`src/hdl/bccp_pkg.sv`:
```
// Shared types and codes for the XOR-checked frame parser.
// Used by bccp_core, bccp_outbuf and bcc_checked_frame_parser_unit; no dependencies.
`default_nettype none

package bccp_pkg;

  localparam logic [1:0] KIND_PAYLOAD = 2'd0;
  localparam logic [1:0] KIND_GOOD    = 2'd1;
  localparam logic [1:0] KIND_BAD     = 2'd2;

  typedef struct packed {
    logic [1:0]  kind;
    logic        is_write;
    logic [7:0]  device_type;
    logic [23:0] device_id;
    logic [15:0] command_code;
    logic [7:0]  packet_id;
    logic [7:0]  payload_length;
    logic [7:0]  payload_data;
  } rec_t;

endpackage

`default_nettype wire

```
`src/hdl/bcc_checked_frame_parser_unit.sv`:
```
// XOR-checked frame parser: one received byte in per cycle unless byte_stall holds it, at most one record out per byte.
// Hunts for '#' then 'R'/'W', streams payload bytes, and ends each frame with a record
// flagged good or bad by the XOR check (bad length also rejects). Each byte is handled in
// the cycle it is accepted, so the rate is one byte per cycle while byte_stall is low;
// each record it causes is registered. A two-entry output buffer (register plus skid)
// absorbs a stalled record side; byte_stall rises only when both entries hold an item.
// Depends on bccp_pkg, bccp_core and bccp_outbuf.
`default_nettype none

module bcc_checked_frame_parser_unit (
  input  wire logic        clk,
  input  wire logic        rst,
  input  wire logic        byte_valid,
  output logic             byte_stall,
  input  wire logic [7:0]  rx_byte,
  input  wire logic        buffer_end,
  output logic             record_valid,
  input  wire logic        record_stall,
  output logic [1:0]       record_kind,
  output logic             is_write,
  output logic [7:0]       device_type,
  output logic [23:0]      device_id,
  output logic [15:0]      command_code,
  output logic [7:0]       packet_id,
  output logic [7:0]       payload_length,
  output logic [7:0]       payload_data
);

  logic           accept;
  logic           res_valid;
  bccp_pkg::rec_t res;
  bccp_pkg::rec_t out_rec;
  logic           full;

  assign accept     = byte_valid && !byte_stall;
  assign byte_stall = full;

  bccp_core u_core (
    .clk        (clk),
    .rst        (rst),
    .accept     (accept),
    .rx_byte    (rx_byte),
    .buffer_end (buffer_end),
    .res_valid  (res_valid),
    .res        (res)
  );

  bccp_outbuf u_outbuf (
    .clk       (clk),
    .rst       (rst),
    .push      (res_valid),
    .push_rec  (res),
    .full      (full),
    .out_valid (record_valid),
    .out_stall (record_stall),
    .out_rec   (out_rec)
  );

  assign record_kind    = out_rec.kind;
  assign is_write       = out_rec.is_write;
  assign device_type    = out_rec.device_type;
  assign device_id      = out_rec.device_id;
  assign command_code   = out_rec.command_code;
  assign packet_id      = out_rec.packet_id;
  assign payload_length = out_rec.payload_length;
  assign payload_data   = out_rec.payload_data;

endmodule

`default_nettype wire

```
`src/hdl/bccp_core.sv`:
```
// Frame parser state: start hunt, header capture, XOR check and record building.
// One accepted byte updates the state; the record it causes is combinational.
// Depends on bccp_pkg.
`default_nettype none

module bccp_core (
  input  wire logic          clk,
  input  wire logic          rst,
  input  wire logic          accept,
  input  wire logic [7:0]    rx_byte,
  input  wire logic          buffer_end,
  output logic               res_valid,
  output bccp_pkg::rec_t     res
);

  typedef enum logic [1:0] {
    PH_HUNT    = 2'd0,
    PH_HASH    = 2'd1,
    PH_FRAME   = 2'd2,
    PH_DISCARD = 2'd3
  } phase_t;

  localparam logic [7:0] START_CH = 8'h23;
  localparam logic [7:0] READ_CH  = 8'h52;
  localparam logic [7:0] WRITE_CH = 8'h57;
  localparam logic [7:0] LEN_MIN  = 8'd7;
  localparam logic [7:0] LEN_MAX  = 8'd251;

  phase_t      phase, phase_next;
  logic [7:0]  pos, pos_next;
  logic        frame_is_write, frame_is_write_next;
  logic [7:0]  frame_type, frame_type_next;
  logic [7:0]  length_byte, length_byte_next;
  logic [23:0] frame_device_id, frame_device_id_next;
  logic [15:0] frame_command, frame_command_next;
  logic [7:0]  check_acc, check_acc_next;
  logic [7:0]  previous_byte;

  logic [8:0]  pos9;
  logic [8:0]  len9;
  logic        good;

  assign pos9 = {1'b0, pos};
  assign len9 = {1'b0, length_byte};
  assign good = (check_acc == rx_byte);

  always_comb begin
    phase_next           = phase;
    pos_next             = pos;
    frame_is_write_next  = frame_is_write;
    frame_type_next      = frame_type;
    length_byte_next     = length_byte;
    frame_device_id_next = frame_device_id;
    frame_command_next   = frame_command;
    check_acc_next       = check_acc;
    res_valid            = 1'b0;
    res                  = '0;
    res.is_write         = frame_is_write;
    res.device_type      = frame_type;
    res.device_id        = frame_device_id;
    res.command_code     = frame_command;
    res.payload_length   = length_byte - LEN_MIN;

    unique case (phase)
      PH_HUNT: begin
        if (rx_byte == START_CH) begin
          phase_next = PH_HASH;
        end
      end
      PH_HASH: begin
        if (rx_byte == READ_CH || rx_byte == WRITE_CH) begin
          phase_next           = PH_FRAME;
          pos_next             = 8'd2;
          frame_is_write_next  = (rx_byte == WRITE_CH);
          frame_type_next      = '0;
          length_byte_next     = '0;
          frame_device_id_next = '0;
          frame_command_next   = '0;
          check_acc_next       = START_CH ^ rx_byte;
        end else if (rx_byte != START_CH) begin
          phase_next = PH_HUNT;
        end
      end
      PH_FRAME: begin
        // default: fold the byte into the check and advance
        check_acc_next = check_acc ^ rx_byte;
        pos_next       = pos + 8'd1;
        priority if (pos == 8'd2) begin
          frame_type_next = rx_byte;
        end else if (pos == 8'd3) begin
          length_byte_next = rx_byte;
          if (rx_byte < LEN_MIN || rx_byte > LEN_MAX) begin
            res_valid          = 1'b1;
            res.kind           = bccp_pkg::KIND_BAD;
            res.device_id      = '0;
            res.command_code   = '0;
            res.payload_length = '0;
            phase_next         = PH_DISCARD;
            check_acc_next     = check_acc;
            pos_next           = pos;
          end
        end else if (pos >= 8'd4 && pos <= 8'd6) begin
          frame_device_id_next = {frame_device_id[15:0], rx_byte};
        end else if (pos == 8'd8 || pos == 8'd9) begin
          frame_command_next = {frame_command[7:0], rx_byte};
        end else if (pos >= 8'd10 && pos9 <= len9 + 9'd2) begin
          res_valid        = 1'b1;
          res.kind         = bccp_pkg::KIND_PAYLOAD;
          res.payload_data = rx_byte;
        end else if (pos9 == len9 + 9'd4) begin
          res_valid      = 1'b1;
          res.kind       = good ? bccp_pkg::KIND_GOOD : bccp_pkg::KIND_BAD;
          res.packet_id  = previous_byte;
          phase_next     = good ? PH_HUNT : PH_DISCARD;
          pos_next       = '0;
          check_acc_next = check_acc;
        end else begin
          // skipped byte and packet id only feed the check
        end
      end
      PH_DISCARD: begin
      end
      default: begin
      end
    endcase

    if (buffer_end) begin
      phase_next = PH_HUNT;
      pos_next   = '0;
    end
    if (!accept) begin
      res_valid = 1'b0;
    end
  end

  always_ff @(posedge clk) begin
    if (rst) begin
      phase           <= PH_HUNT;
      pos             <= '0;
      frame_is_write  <= 1'b0;
      frame_type      <= '0;
      length_byte     <= '0;
      frame_device_id <= '0;
      frame_command   <= '0;
      check_acc       <= '0;
      previous_byte   <= '0;
    end else if (accept) begin
      phase           <= phase_next;
      pos             <= pos_next;
      frame_is_write  <= frame_is_write_next;
      frame_type      <= frame_type_next;
      length_byte     <= length_byte_next;
      frame_device_id <= frame_device_id_next;
      frame_command   <= frame_command_next;
      check_acc       <= check_acc_next;
      previous_byte   <= rx_byte;
    end
  end

`ifndef SYNTHESIS
  a_hunt_pos_zero: assert property (@(posedge clk) disable iff (rst)
    (phase == PH_HUNT || phase == PH_HASH) |-> pos == 8'd0)
    else $error("position not cleared outside a frame");

  a_buffer_end_resync: assert property (@(posedge clk) disable iff (rst)
    accept && buffer_end |=> phase == PH_HUNT && pos == 8'd0)
    else $error("buffer end did not return parser to hunting");

  a_good_back_to_hunt: assert property (@(posedge clk) disable iff (rst)
    res_valid && res.kind == bccp_pkg::KIND_GOOD |=> phase == PH_HUNT)
    else $error("accepted frame did not return to hunting");

  a_kind_legal: assert property (@(posedge clk) disable iff (rst)
    res_valid |-> (res.kind == bccp_pkg::KIND_PAYLOAD || res.kind == bccp_pkg::KIND_GOOD
                   || res.kind == bccp_pkg::KIND_BAD))
    else $error("illegal record kind");
`endif

endmodule

`default_nettype wire

```
`src/hdl/bccp_outbuf.sv`:
```
// Result register with one skid entry, so a waiting record blocks the byte side only once the skid entry is full.
// Depends on bccp_pkg.
`default_nettype none

module bccp_outbuf (
  input  wire logic            clk,
  input  wire logic            rst,
  input  wire logic            push,
  input  wire bccp_pkg::rec_t  push_rec,
  output logic                 full,
  output logic                 out_valid,
  input  wire logic            out_stall,
  output bccp_pkg::rec_t       out_rec
);

  logic           skid_valid;
  bccp_pkg::rec_t skid_rec;
  logic           take;

  assign take = out_valid && !out_stall;
  assign full = skid_valid;

  always_ff @(posedge clk) begin
    if (rst) begin
      out_valid  <= 1'b0;
      skid_valid <= 1'b0;
    end else if (!out_valid || take) begin
      if (skid_valid) begin
        out_valid  <= 1'b1;
        skid_valid <= 1'b0;
      end else begin
        out_valid <= push;
      end
    end else if (push) begin
      skid_valid <= 1'b1;
    end
  end

  always_ff @(posedge clk) begin
    if (!out_valid || take) begin
      out_rec <= skid_valid ? skid_rec : push_rec;
    end
    if (out_valid && !take && push) begin
      skid_rec <= push_rec;
    end
  end

`ifndef SYNTHESIS
  a_skid_behind_out: assert property (@(posedge clk) disable iff (rst)
    skid_valid |-> out_valid)
    else $error("skid entry held with empty output register");

  a_no_push_when_full: assert property (@(posedge clk) disable iff (rst)
    skid_valid |-> !push)
    else $error("item pushed while skid entry occupied");

  a_skid_drains: assert property (@(posedge clk) disable iff (rst)
    skid_valid && take |=> !skid_valid && out_valid)
    else $error("skid entry not moved to output register");
`endif

endmodule

`default_nettype wire
```
`config.mk`:
```
export PLATFORM = sky130hd
export DESIGN_NAME = bcc_checked_frame_parser_unit
export DESIGN_NICKNAME = d
export VERILOG_FILES = /design/src/hdl/bccp_pkg.sv /design/src/hdl/bcc_checked_frame_parser_unit.sv /design/src/hdl/bccp_core.sv /design/src/hdl/bccp_outbuf.sv
export SDC_FILE = /design/constraint.sdc
export NUM_CORES = 1
export LEC_CHECK = 0
export BUFFER_PORTS_ARGS = -buffer_cell sky130_fd_sc_hd__buf_2
export CORE_MARGIN = 4
export CORE_UTILIZATION = 45
export DETAILED_ROUTE_END_ITERATION = 12
export SLEW_MARGIN = 5
export SYNTH_ARGS = -nofsm -noshare
export SYNTH_HDL_FRONTEND = slang
export SYNTH_SLANG_ARGS = --single-unit
```
`constraint.sdc`:
```
create_clock -name clk -period 16.5 [get_ports clk]
set_clock_uncertainty 0.05 [all_clocks]
set_input_delay 3.3 -clock clk [delete_from_list [all_inputs] [get_ports clk]]
set_output_delay 3.3 -clock clk [all_outputs]
set_load 0.05 [all_outputs]
```
### After elaboration in Yosys (flattened, before gate mapping)

Index checks and enable logic that the tools add are counted.

* add/subtract/negate cells: 4
* $lt $le $gt $ge: 6
* eq/ne operators: 32
* muxes and demuxes: 84
* bitwise gates (word level): 2
* reductions and logical operators: 27

Operators by type and width (number)
* $mux 8: 32
* $mux 64: 2
* $mux 24: 4
* $mux 16: 5
* $mux 40: 2
* $mux 75: 1
* $pmux 8 s2: 4
* $pmux 24 s2: 1
* $mux 2: 21
* $pmux 16 s2: 1
* $eq 8x2->1 const B: 2
* $eq 8x4->1 const B: 2
* $eq 8x7->1 const B: 2
* $ne 4x3->1 const B: 4
* $mux 1: 10
* $ne 2x1->1 const B: 5
* $reduce_and 10->1: 1
* $reduce_and 5->1: 2
* $add 8x2->9 const B: 1
* $add 8x3->9 const B: 1
* $eq 8x9->1: 1
* $le 8x9->1: 1
* $add 8x1->8 const B: 1
* $eq 8x6->1 const B: 1
* 32 further kinds: 48

* register bits: 235
* word-level logic and storage cells: 182

### Longest topological paths before layout

Gate-level depths: netlist of the first run.

* depth in word-level cells: 11
* depth in mapped cells: 13

### By module

A second synthesis of the first run with hierarchy kept.

* cell total of the unflattened synthesis: 894
* area, all modules: 10445.0 µm²

By module, submodules not included
* bccp_outbuf: instances 1, cells an instance 240, area an instance 5480.3 µm², sequential area each 4544.4 µm²
* bccp_core: instances 1, cells an instance 653, area an instance 4951.0 µm², sequential area each 1661.6 µm²
* bcc_checked_frame_parser_unit: instances 1, cells an instance 1, area an instance 13.8 µm², sequential area each 0.0 µm²

### Worst setup path before layout of the first run

OpenSTA, ideal clock, no wires.

* path type: input to register
* from: input port record_stall
* to: register u_outbuf.skid_rec[0] (netlist name), enable pin
* library setup time: 0.693 ns
* arrival time: 12.224 ns
* slack: 3.533 ns
* cell stages on the path: 2
* path buffers: 0
* path through: nand2_1 nor4_1

* cells in the longest elaborated chain, start to end: 5

Ends and longest elaborated chain
* from (decl): RTL line bcc_checked_frame_parser_unit.sv:18 `input wire logic record_stall,`
* $logic_not 1->1: RTL line bccp_outbuf.sv:20 `assign take = out_valid && !out_stall;`
* $logic_and 1x1->1: RTL line bccp_outbuf.sv:20
* $logic_not 1->1: RTL line bccp_outbuf.sv:43 `if (out_valid && !take && push) begin`
* $logic_and 1x1->1 (2 in series): RTL line bccp_outbuf.sv:43
* to (signal assigned): RTL line bccp_outbuf.sv:44 `skid_rec <= push_rec;`
* to (decl): RTL line bccp_outbuf.sv:17 `bccp_pkg::rec_t skid_rec;`

No other way between the ends.
A chain may end at the register's enable or synchronous reset.

==> impl_metrics.env, run 1 <==
export IMPL_cts_inserted_buffers=24
export IMPL_worst_path_buf_inv=1
export IMPL_dieWidth_um=161.3
export IMPL_grt_max_degree=93
export IMPL_wirelength_um=23270
export IMPL_fin_crit_sh_pct=34.75
export IMPL_htreeDepth=1
export IMPL_end_kind="flip-flop"
export IMPL_max_stage_delay_ns=0.86
export IMPL_first_pass_iters=5
export IMPL_syn_num_nets=956
export IMPL_gr_total_overflow=0
export IMPL_drc=0
export IMPL_cts_resized=0
export IMPL_clk_pin_slew_worst_paths_ns=0.06
export IMPL_area_delta_synth_final_pct=13.71
export IMPL_critPathTopFamily="simple AND/OR/NAND/NOR gates"
export IMPL_vias_per_cell=5.326
export IMPL_antenna_cells=0
export IMPL_seq_area_frac_synth_pct=58.71
export IMPL_synth_warning_count=0
export IMPL_power_density_nw_per_um2=101.0
export IMPL_worstSetupStartpointType="input port"
export IMPL_maxCapViolations=0
export IMPL_rows=55
export IMPL_clockRootBuffer="clkbuf_16"
export IMPL_finalSetupViolCount=0
export IMPL_antenna_found_initial=0
export IMPL_ir_drop_uv=81.08
export IMPL_hp_class="flip-flop to flip-flop"
export IMPL_cp_data_required_time_ns=16.70
export IMPL_fmax_mhz=174.4
export IMPL_pre_cts_ws_ns=10.21
export IMPL_insertion_delay_ns=0.51
export IMPL_total_power_w=0.001214
export IMPL_outcome="complete, no violations"
export IMPL_postCtsSetupBuffers=0
export IMPL_path_cells="buf_2, or4_1, o22ai_2, nand4_2, and2_1, mux2_2"
export IMPL_grt_pass1_vias=6714
export IMPL_yosysUniqueCellTypes=69
export IMPL_fin_util_pct=52.61
export IMPL_final_setup_tns_ns=0
export IMPL_ios=90
export IMPL_crit_slowest_cell="nand4_2"
export IMPL_tightest_slew_ns=1.075
export IMPL_cts_tree="yes"
export IMPL_netlist_area_sq_um=10570
export IMPL_drive_above_1_share_pct=22.48
export IMPL_syn_inst=924
export IMPL_path_class="input port to flip-flop"
export IMPL_fin_nets=1015
export IMPL_grt_pass1_wl_um=37190
export IMPL_synthFlopType="edfxtp_1"
export IMPL_fin_ws_ns=10.77
export IMPL_coreArea_sq_um=22850
export IMPL_cts_sinks=235
export IMPL_ctsHoldBuffers=0
export IMPL_io_buffers=89
export IMPL_die_area_sq_um=26010
export IMPL_synthArstFlopShare_pct=0
export IMPL_path_max_fanout=42
export IMPL_hold_violations=0
export IMPL_track_usage_pct=17.56
export IMPL_ant_nets=0
export IMPL_globalplace_congestion=0.8434
export IMPL_ys_ff_latch=235
export IMPL_dp_hpwl_um=14550
export IMPL_final_max_slew_viol_count=0
export IMPL_drt_iter0_drc=579
export IMPL_rsz0062_at_grt="no"
export IMPL_p_leak_nw=4.702
export IMPL_maxSlewHeadroom_pct=28.14
export IMPL_arrival_ns=5.94
export IMPL_synth_edf_count=150
export IMPL_avgSynthCellArea_sq_um=11.44
export IMPL_period_needed_ns=5.734
export IMPL_clockBufferDepth=3
export IMPL_routedWlPerCell_um=17.71
export IMPL_route_vias_total=6998
export IMPL_initial_utilization_pct=46.27
export IMPL_die_h_um=161.3
## cell type report
cell class / count / area (sq um)
clock buffer: 33 / 706.9
clock inverter: 11 / 127.6
fill: 2053 / 10830
inverter: 17 / 63.81
multi-input combinational: 608 / 4019
sequential: 235 / 6206
tap: 313 / 391.6
timing repair buffer: 97 / 505.5
## cell usage in the layout, fill, tap and decap left out, types with 4 or more instances in the layout
master	netlist	routed
a211o_1	4	4
buf_2	18	89
mux2_2	66	66
xor2_1	19	19
a21oi_1	80	80
nand3_1	42	42
clkinv_2	0	6
dfxtp_1	85	85
clkbuf_16	0	26
nor2_1	87	87
edfxtp_1	150	150
nor2b_1	7	7
and3_1	6	6
clkbuf_1	36	4
or3_1	4	4
buf_4	3	8
o21ai_0	10	10
nor4_1	5	4
a21o_1	6	6
mux2i_1	7	7
nor3_1	17	17
nand4_1	6	6
ha_1	19	19
inv_1	15	15
o31ai_1	9	9
xnor2_1	8	8
nand2_1	86	85
and2_1	51	51
a31oi_1	7	7
o32ai_1	6	6
nand2b_1	6	6
nand3b_1	5	5
## synthesized netlist by cell type, types with 4 or more instances
cell type,count,share of area [%]
a21oi_1,80,3.8
a211o_1,4,0.33
buf_2,18,0.85
nor3_1,17,0.80
and2_1,51,3.0
o32ai_1,6,0.50
inv_1,15,0.53
mux2_2,66,7.0
o31ai_1,9,0.64
buf_1,4,0.14
nand3_1,42,2.0
nand3b_1,5,0.36
edfxtp_1,150,43
and3_1,6,0.36
a21o_1,6,0.43
ha_1,19,2.2
nor2b_1,7,0.41
xnor2_1,8,0.66
clkbuf_1,36,1.3
dfxtp_1,85,16
or3_1,4,0.24
xor2_1,19,1.6
a31oi_1,7,0.41
nor4_1,5,0.30
nand4_1,6,0.36
o21ai_0,10,0.47
mux2i_1,7,0.66
nor2_1,87,3.1
nand2b_1,6,0.36
nand2_1,86,3.1
## routing by layer
metal	wire [um]	share of wire [%]	vias up	global-route usage, %
li1	-	-	3414	-
met1	10980	47	3407	25.27
met2	10820	46	156	28.17
met3	1192	5.1	21	2.909
met4	279	1.2	0	3.916
met5	0	0	-	0
## cells by family (layout without fill, tap and decap cells)
| kind of cell | after synthesis | in the layout | share of synthesized area (%) |
|---|---|---|---|
| simple gates | 339 | 339 | 16.10 |
| flops | 235 | 235 | 58.71 |
| compound gates | 148 | 148 | 9.350 |
| buf+inv | 81 | 158 | 3.409 |
| mux | 74 | 74 | 7.800 |
| xor+xnor | 28 | 28 | 2.391 |
| fa+ha+maj | 19 | 19 | 2.249 |
## flip-flops by register name, summed over array words and instances, names as in the netlist
name / count
u_core.phase: 2
u_core.frame_type: 8
u_core.previous_byte: 8
u_core.length_byte: 8
u_outbuf.out_valid: 1
u_core.frame_command: 16
u_core.frame_is_write: 1
u_outbuf.skid_rec: 75
u_core.pos: 8
u_outbuf.full: 1
u_outbuf.out_rec: 75
u_core.check_acc: 8
u_core.frame_device_id: 24
## through the flow
stage               instances  area [sq um]  hold WS [ns]
finish                   1314         12020        0.3962
global route             1314         12020        0.4103
CTS                      1314         12020        0.3979
detailed placement       1270         11190        0.3897
global placement         1270         11190        0.3836
floorplan                 924         10570        0.3699
## final timing paths
| path | depth (start not counted) | from | to | slack [ns] |
|---|---|---|---|---|
| hold reg to reg | 2 | u_core.frame_command[15] | u_core.frame_command[15] | 0.40 |
| setup / recovery | 6 | rx_byte[4] | u_outbuf.out_rec[37] | 10.77 |
| setup reg to reg | 11 | u_core.length_byte[3] | u_outbuf.out_rec[73] | 12.56 |
| hold / removal | 2 | u_core.frame_command[15] | u_core.frame_command[15] | 0.40 |
## report_power, final
group          switching, W  internal, W  total [W]
logic             0.0000187   0.00000843  0.0000271
registers        0.00000171     0.000620   0.000622
clock network      0.000219     0.000346   0.000565
## worst register-to-register path: cells and delay by family (launching register included)
kind / cells / cell delay [ns]
AO/OA/AOI/OAI: 4 / 1.15
AND/OR/NAND/NOR: 3 / 0.85
adder cells (fa/ha/maj): 2 / 0.81
flip-flops: 1 / 0.58
XOR/XNOR: 1 / 0.20
buffers and inverters: 1 / 0.12
No activity file was read; power rests on OpenSTA's default activity.
==> run 2, diff against run 1 <==
Clock period 16.5 ns to 5.7 ns, I/O delays scaled along.
==> run 2 against run 1 <==
Sequential share of layout area up 0.075 points. Sequential power rose to 2.9 times the previous value. Sequential cell count unchanged. Utilization down 0.077 points. Largest cell class unchanged. Largest power group unchanged. Highest routed layer unchanged.
==> impl_metrics.env, run 2 (same netlist as run 1, synthesis figures left out) <==
export IMPL_power_density_nw_per_um2=286.5
export IMPL_post_place_cells=1269
export IMPL_ios=90
export IMPL_clockBufferDepth=3
export IMPL_reg2reg_from="u_core.length_byte[3]"
export IMPL_ir_drop_uv=171.9
export IMPL_htreeDepth=1
export IMPL_holdWs_ns=0.3956
export IMPL_total_power_w=0.003439
export IMPL_worstSetupStartpointType="flip-flop"
export IMPL_wirelength_um=22970
export IMPL_die_h_um=161.3
export IMPL_rows=55
export IMPL_maxCapViolations=0
export IMPL_io_buffers=89
export IMPL_clockRootBuffer="clkbuf_16"
export IMPL_cts_sinks=235
export IMPL_top_layer="met4"
export IMPL_clk_pin_slew_worst_paths_ns=0.06
export IMPL_end_kind="flip-flop"
export IMPL_globalplace_congestion=0.8325
export IMPL_drt_iter0_drc=459
export IMPL_tightest_slew_ns=1.046
export IMPL_p_leak_nw=4.644
export IMPL_layout_common_cells="150 x edfxtp_1, 89 x buf_2, 87 x nor2_1"
export IMPL_reg2regPathDepth=11
export IMPL_hp_class="flip-flop to flip-flop"
export IMPL_antenna_found_initial=0
export IMPL_die_area_sq_um=26010
export IMPL_ant_nets=0
export IMPL_dp_hpwl_um=14310
export IMPL_dieWidth_um=161.3
export IMPL_final_setup_tns_ns=0
export IMPL_mostFrequentLayoutCell="edfxtp_1"
export IMPL_cts_resized=0
export IMPL_postCtsSetupBuffers=0
export IMPL_grt_pass1_wl_um=36750
export IMPL_insertion_delay_ns=0.53
export IMPL_area_delta_synth_final_pct=13.54
export IMPL_hold_path_endpoint="u_core.frame_command[10]"
export IMPL_period_needed_ns=3.829
export IMPL_grt_pass1_vias=6761
export IMPL_maxSlewHeadroom_pct=30.08
export IMPL_route_vias_total=6980
export IMPL_path_max_fanout=12
export IMPL_reg_largest_list="u_outbuf.out_rec x75, u_outbuf.skid_rec x75, u_core.frame_device_id x24"
export IMPL_ctsHoldBuffers=0
export IMPL_drc=0
export IMPL_antenna_cells=0
export IMPL_fin_nets=1015
export IMPL_initial_utilization_pct=46.27
export IMPL_r2r_end="u_outbuf.out_rec[73]"
export IMPL_grt_max_degree=74
export IMPL_finalSetupViolCount=0
export IMPL_path_class="flip-flop to flip-flop"
export IMPL_hold_violations=0
export IMPL_cts_inserted_buffers=25
export IMPL_routedWlPerCell_um=17.47
export IMPL_rsz0062_at_grt="no"
export IMPL_wl_met1_um=10590
export IMPL_fmax_mhz=261.2
export IMPL_hold_depth=2
export IMPL_gr_total_overflow=0
export IMPL_fin_crit_sh_pct=67.17
export IMPL_fin_util_pct=52.54
export IMPL_stdcell_count=1315
export IMPL_vias_per_cell=5.308
export IMPL_final_max_slew_viol_count=0
export IMPL_track_usage_pct=17.27
export IMPL_cts_tree="yes"
export IMPL_worstHoldStart="u_core.frame_command[10]"
export IMPL_wl_met3_um=1256
export IMPL_drive_above_1_share_pct=22.36
export IMPL_met2WireLength_um=10650
export IMPL_first_pass_iters=5
export IMPL_outcome="complete, no violations"
export IMPL_cp_data_required_time_ns=5.99
export IMPL_arrival_ns=4.12
export IMPL_coreArea_sq_um=22850
export IMPL_reg2reg_slack_ns=1.87
==> run 2: cell types whose count changed in the layout (fill, tap and decap cells not counted) <==
cell / change
buf_12: +1
buf_4: -2
bufinv_16: -3
clkbuf_1: +4
clkbuf_8: +1
clkinv_1: -2
clkinv_2: -3
clkinv_4: +2
clkinvlp_4: +2
inv_16: +1
nor4_2: -1
nor4_4: +1
==> run 2: critical path, cell delays in order (launching register included) <==
cell     delay (ns)
dfxtp_1        0.54
ha_1           0.43
nand4_1        0.15
xor2_1         0.18
ha_1           0.34
o21ai_0        0.09
a21oi_1        0.20
o221a_1        0.24
a21o_1         0.41
and4_1         0.61
inv_1          0.11
o31ai_1        0.28
==> run 2: worst max-delay path by stage <==
stage	startpoint	endpoint	slack (ns)	cells past startpoint
floorplan	rx_byte[4]	u_outbuf.skid_rec[0]	0.53	6
global placement	rx_byte[4]	u_outbuf.out_rec[13]	2.04	8
detailed placement	u_core.length_byte[3]	u_outbuf.out_rec[73]	1.95	11
CTS	u_core.length_byte[3]	u_outbuf.out_rec[73]	1.89	11
global route	u_core.length_byte[3]	u_outbuf.out_rec[73]	1.60	11
finish	u_core.length_byte[3]	u_outbuf.out_rec[73]	1.87	11
==> run 2: final cells by class <==
| class | count | area [sq um] |
|---|---|---|
| clock buffers | 38 | 735.7 |
| inverters | 17 | 63.81 |
| clock inverters | 8 | 67.56 |
| well taps | 313 | 391.6 |
| fillers | 2068 | 10840 |
| flip-flops and latches | 235 | 6206 |
| multi-input cells | 608 | 4028 |
| repair buffers | 96 | 510.5 |
==> run 2: where the power goes <==
group | total (W) | switching (W) | leakage (nW) | internal [W]
sequential | 0.00180 | 0.00000533 | 2.25 | 0.00179
combinational | 0.0000791 | 0.0000547 | 2.01 | 0.0000244
clock | 0.00156 | 0.000660 | 0.389 | 0.000900
total | 0.00344 | 0.000720 | 4.64 | 0.00272
==> run 2: per-layer routing <==
| metal | vias to the layer above | GRT usage, % |
|---|---|---|
| met3 | 35 | 3.139 |
| met5 | - | 0 |
| met4 | 0 | 4.226 |
| met1 | 3330 | 24.06 |
| met2 | 189 | 28.22 |
| li1 | 3426 | - |
==> run 2: stage by stage <==
stage / area, sq um / setup WS, ns
after floorplan: 10590 / 0.5341
after global placement: 11200 / 2.043
after detailed placement: 11200 / 1.950
after CTS: 12000 / 1.894
after global routing: 12000 / 1.600
final: 12000 / 1.871
==> run 3, diff against run 2 <==
Clock period 5.7 ns to 3.6 ns, I/O delays scaled along.
==> run 3 against run 2 <==
First-iteration DRC count is 18% higher. Sequential share of layout area is 0.39 points lower. Maximum frequency is 16% higher. Power is 57% higher. Global-route usage is 0.30 points higher. Critical path depth is 1 higher.
==> impl_metrics.env, run 3 (same netlist as run 1, synthesis figures left out) <==
export IMPL_cts_tree="yes"
export IMPL_power_density_nw_per_um2=445.7
export IMPL_post_place_cells=1281
export IMPL_cts_resized=0
export IMPL_hold_violations=0
export IMPL_vias_per_cell=5.285
export IMPL_fin_crit_sh_pct=91.91
export IMPL_period_needed_ns=3.309
export IMPL_reg2regPathDepth=12
export IMPL_rsz0062_at_grt="no"
export IMPL_drt_iter0_drc=543
export IMPL_grt_max_degree=76
export IMPL_fin_util_pct=52.97
export IMPL_holdWs_ns=0.3935
export IMPL_clk_pin_slew_worst_paths_ns=0.06
export IMPL_drc=0
export IMPL_hp_class="flip-flop to flip-flop"
export IMPL_layout_common_cells="150 x edfxtp_1, 89 x buf_2, 87 x nor2_1"
export IMPL_wirelength_um=23050
export IMPL_maxSlewHeadroom_pct=52.77
export IMPL_rows=55
export IMPL_antenna_found_initial=0
export IMPL_fin_nets=1027
export IMPL_grt_pass1_wl_um=37330
export IMPL_path_class="flip-flop to flip-flop"
export IMPL_dp_hpwl_um=14810
export IMPL_route_vias_total=7013
export IMPL_track_usage_pct=17.57
export IMPL_maxCapViolations=0
export IMPL_end_kind="flip-flop"
export IMPL_routedWlPerCell_um=17.37
export IMPL_final_max_slew_viol_count=0
export IMPL_drive_above_1_share_pct=23.18
export IMPL_path_max_fanout=11
export IMPL_stdcell_count=1327
export IMPL_clockRootBuffer="clkbuf_16"
export IMPL_ctsHoldBuffers=0
export IMPL_reg_largest_list="u_outbuf.out_rec x75, u_outbuf.skid_rec x75, u_core.frame_device_id x24"
export IMPL_finalSetupViolCount=0
export IMPL_first_pass_iters=5
export IMPL_dieWidth_um=161.3
export IMPL_final_setup_tns_ns=0
export IMPL_fmax_mhz=302.2
export IMPL_die_h_um=161.3
export IMPL_p_leak_nw=4.699
export IMPL_globalplace_congestion=0.8337
export IMPL_antenna_cells=0
export IMPL_clockBufferDepth=3
export IMPL_arrival_ns=3.52
export IMPL_grt_pass1_vias=6785
export IMPL_area_delta_synth_final_pct=14.48
export IMPL_die_area_sq_um=26010
export IMPL_htreeDepth=1
export IMPL_tightest_slew_ns=0.7085
export IMPL_cts_inserted_buffers=25
export IMPL_io_buffers=89
export IMPL_ant_nets=0
export IMPL_ir_drop_uv=283.0
export IMPL_outcome="complete, no violations"
export IMPL_cts_sinks=235
export IMPL_initial_utilization_pct=46.27
export IMPL_coreArea_sq_um=22850
export IMPL_hold_depth=2
export IMPL_gr_total_overflow=0
export IMPL_cp_data_required_time_ns=3.81
export IMPL_insertion_delay_ns=0.52
export IMPL_mostFrequentLayoutCell="edfxtp_1"
export IMPL_postCtsSetupBuffers=0
export IMPL_worstSetupStartpointType="flip-flop"
export IMPL_ios=90
## run 3: worst paths after layout
check / slack (ns) / start / endpoint
max: 0.29 / u_core.length_byte[3] / u_outbuf.out_rec[23]
min: 0.39 / u_core.frame_command[8] / u_core.frame_command[8]
max reg2reg: 0.29 / u_core.length_byte[3] / u_outbuf.out_rec[23]
min reg2reg: 0.39 / u_core.frame_command[8] / u_core.frame_command[8]
## run 3: cell type report
cell class / instances / area, sq um
clock buffers: 35 / 693.2
clock inverters: 11 / 80.08
fillers: 2043 / 10750
inverters: 17 / 63.81
multi-input cells: 608 / 4050
flip-flops and latches: 235 / 6210
well taps: 313 / 391.6
repair buffers: 108 / 613.1
## run 3: critical path, cell delays in order, from the launching register on
cell     delay [ns]
dfxtp_1        0.57
ha_4           0.26
nand4_1        0.12
xor2_1         0.17
ha_1           0.34
a21oi_1        0.14
o22ai_1        0.09
o221a_1        0.28
a21o_1         0.19
and4_1         0.24
buf_4          0.18
and2_1         0.17
mux2_2         0.26
## run 3: power breakdown
part	switching, W	internal, W	leakage, nW	total (W)
Sequential	0.00000825	0.00284	2.25	0.00285
Clock	0.00100	0.00141	0.378	0.00241
Combinational	0.0000877	0.0000423	2.07	0.000130
## run 3: per-stage QoR
step           total power (W)  setup WS, ns  area, sq um
5_1_grt               0.005578       0.08037        12100
4_1_cts               0.005455        0.2859        12100
6_report              0.005394        0.2912        12100
3_3_place_gp          0.003035        0.3601        11330
2_1_floorplan         0.003002        -1.180        10620
3_5_place_dp          0.003037        0.2927        11330
## run 3: per-layer routing
layer  share of wire, %  global-route usage (%)  wire length [um]  vias up
met1                 47                   24.77             10740     3372
met3                5.3                   3.062              1211       26
met4                1.6                   4.110               374        0
met5                  0                       0                 0        -
li1                   -                       -                 -     3454
met2                 47                   28.59             10720      161
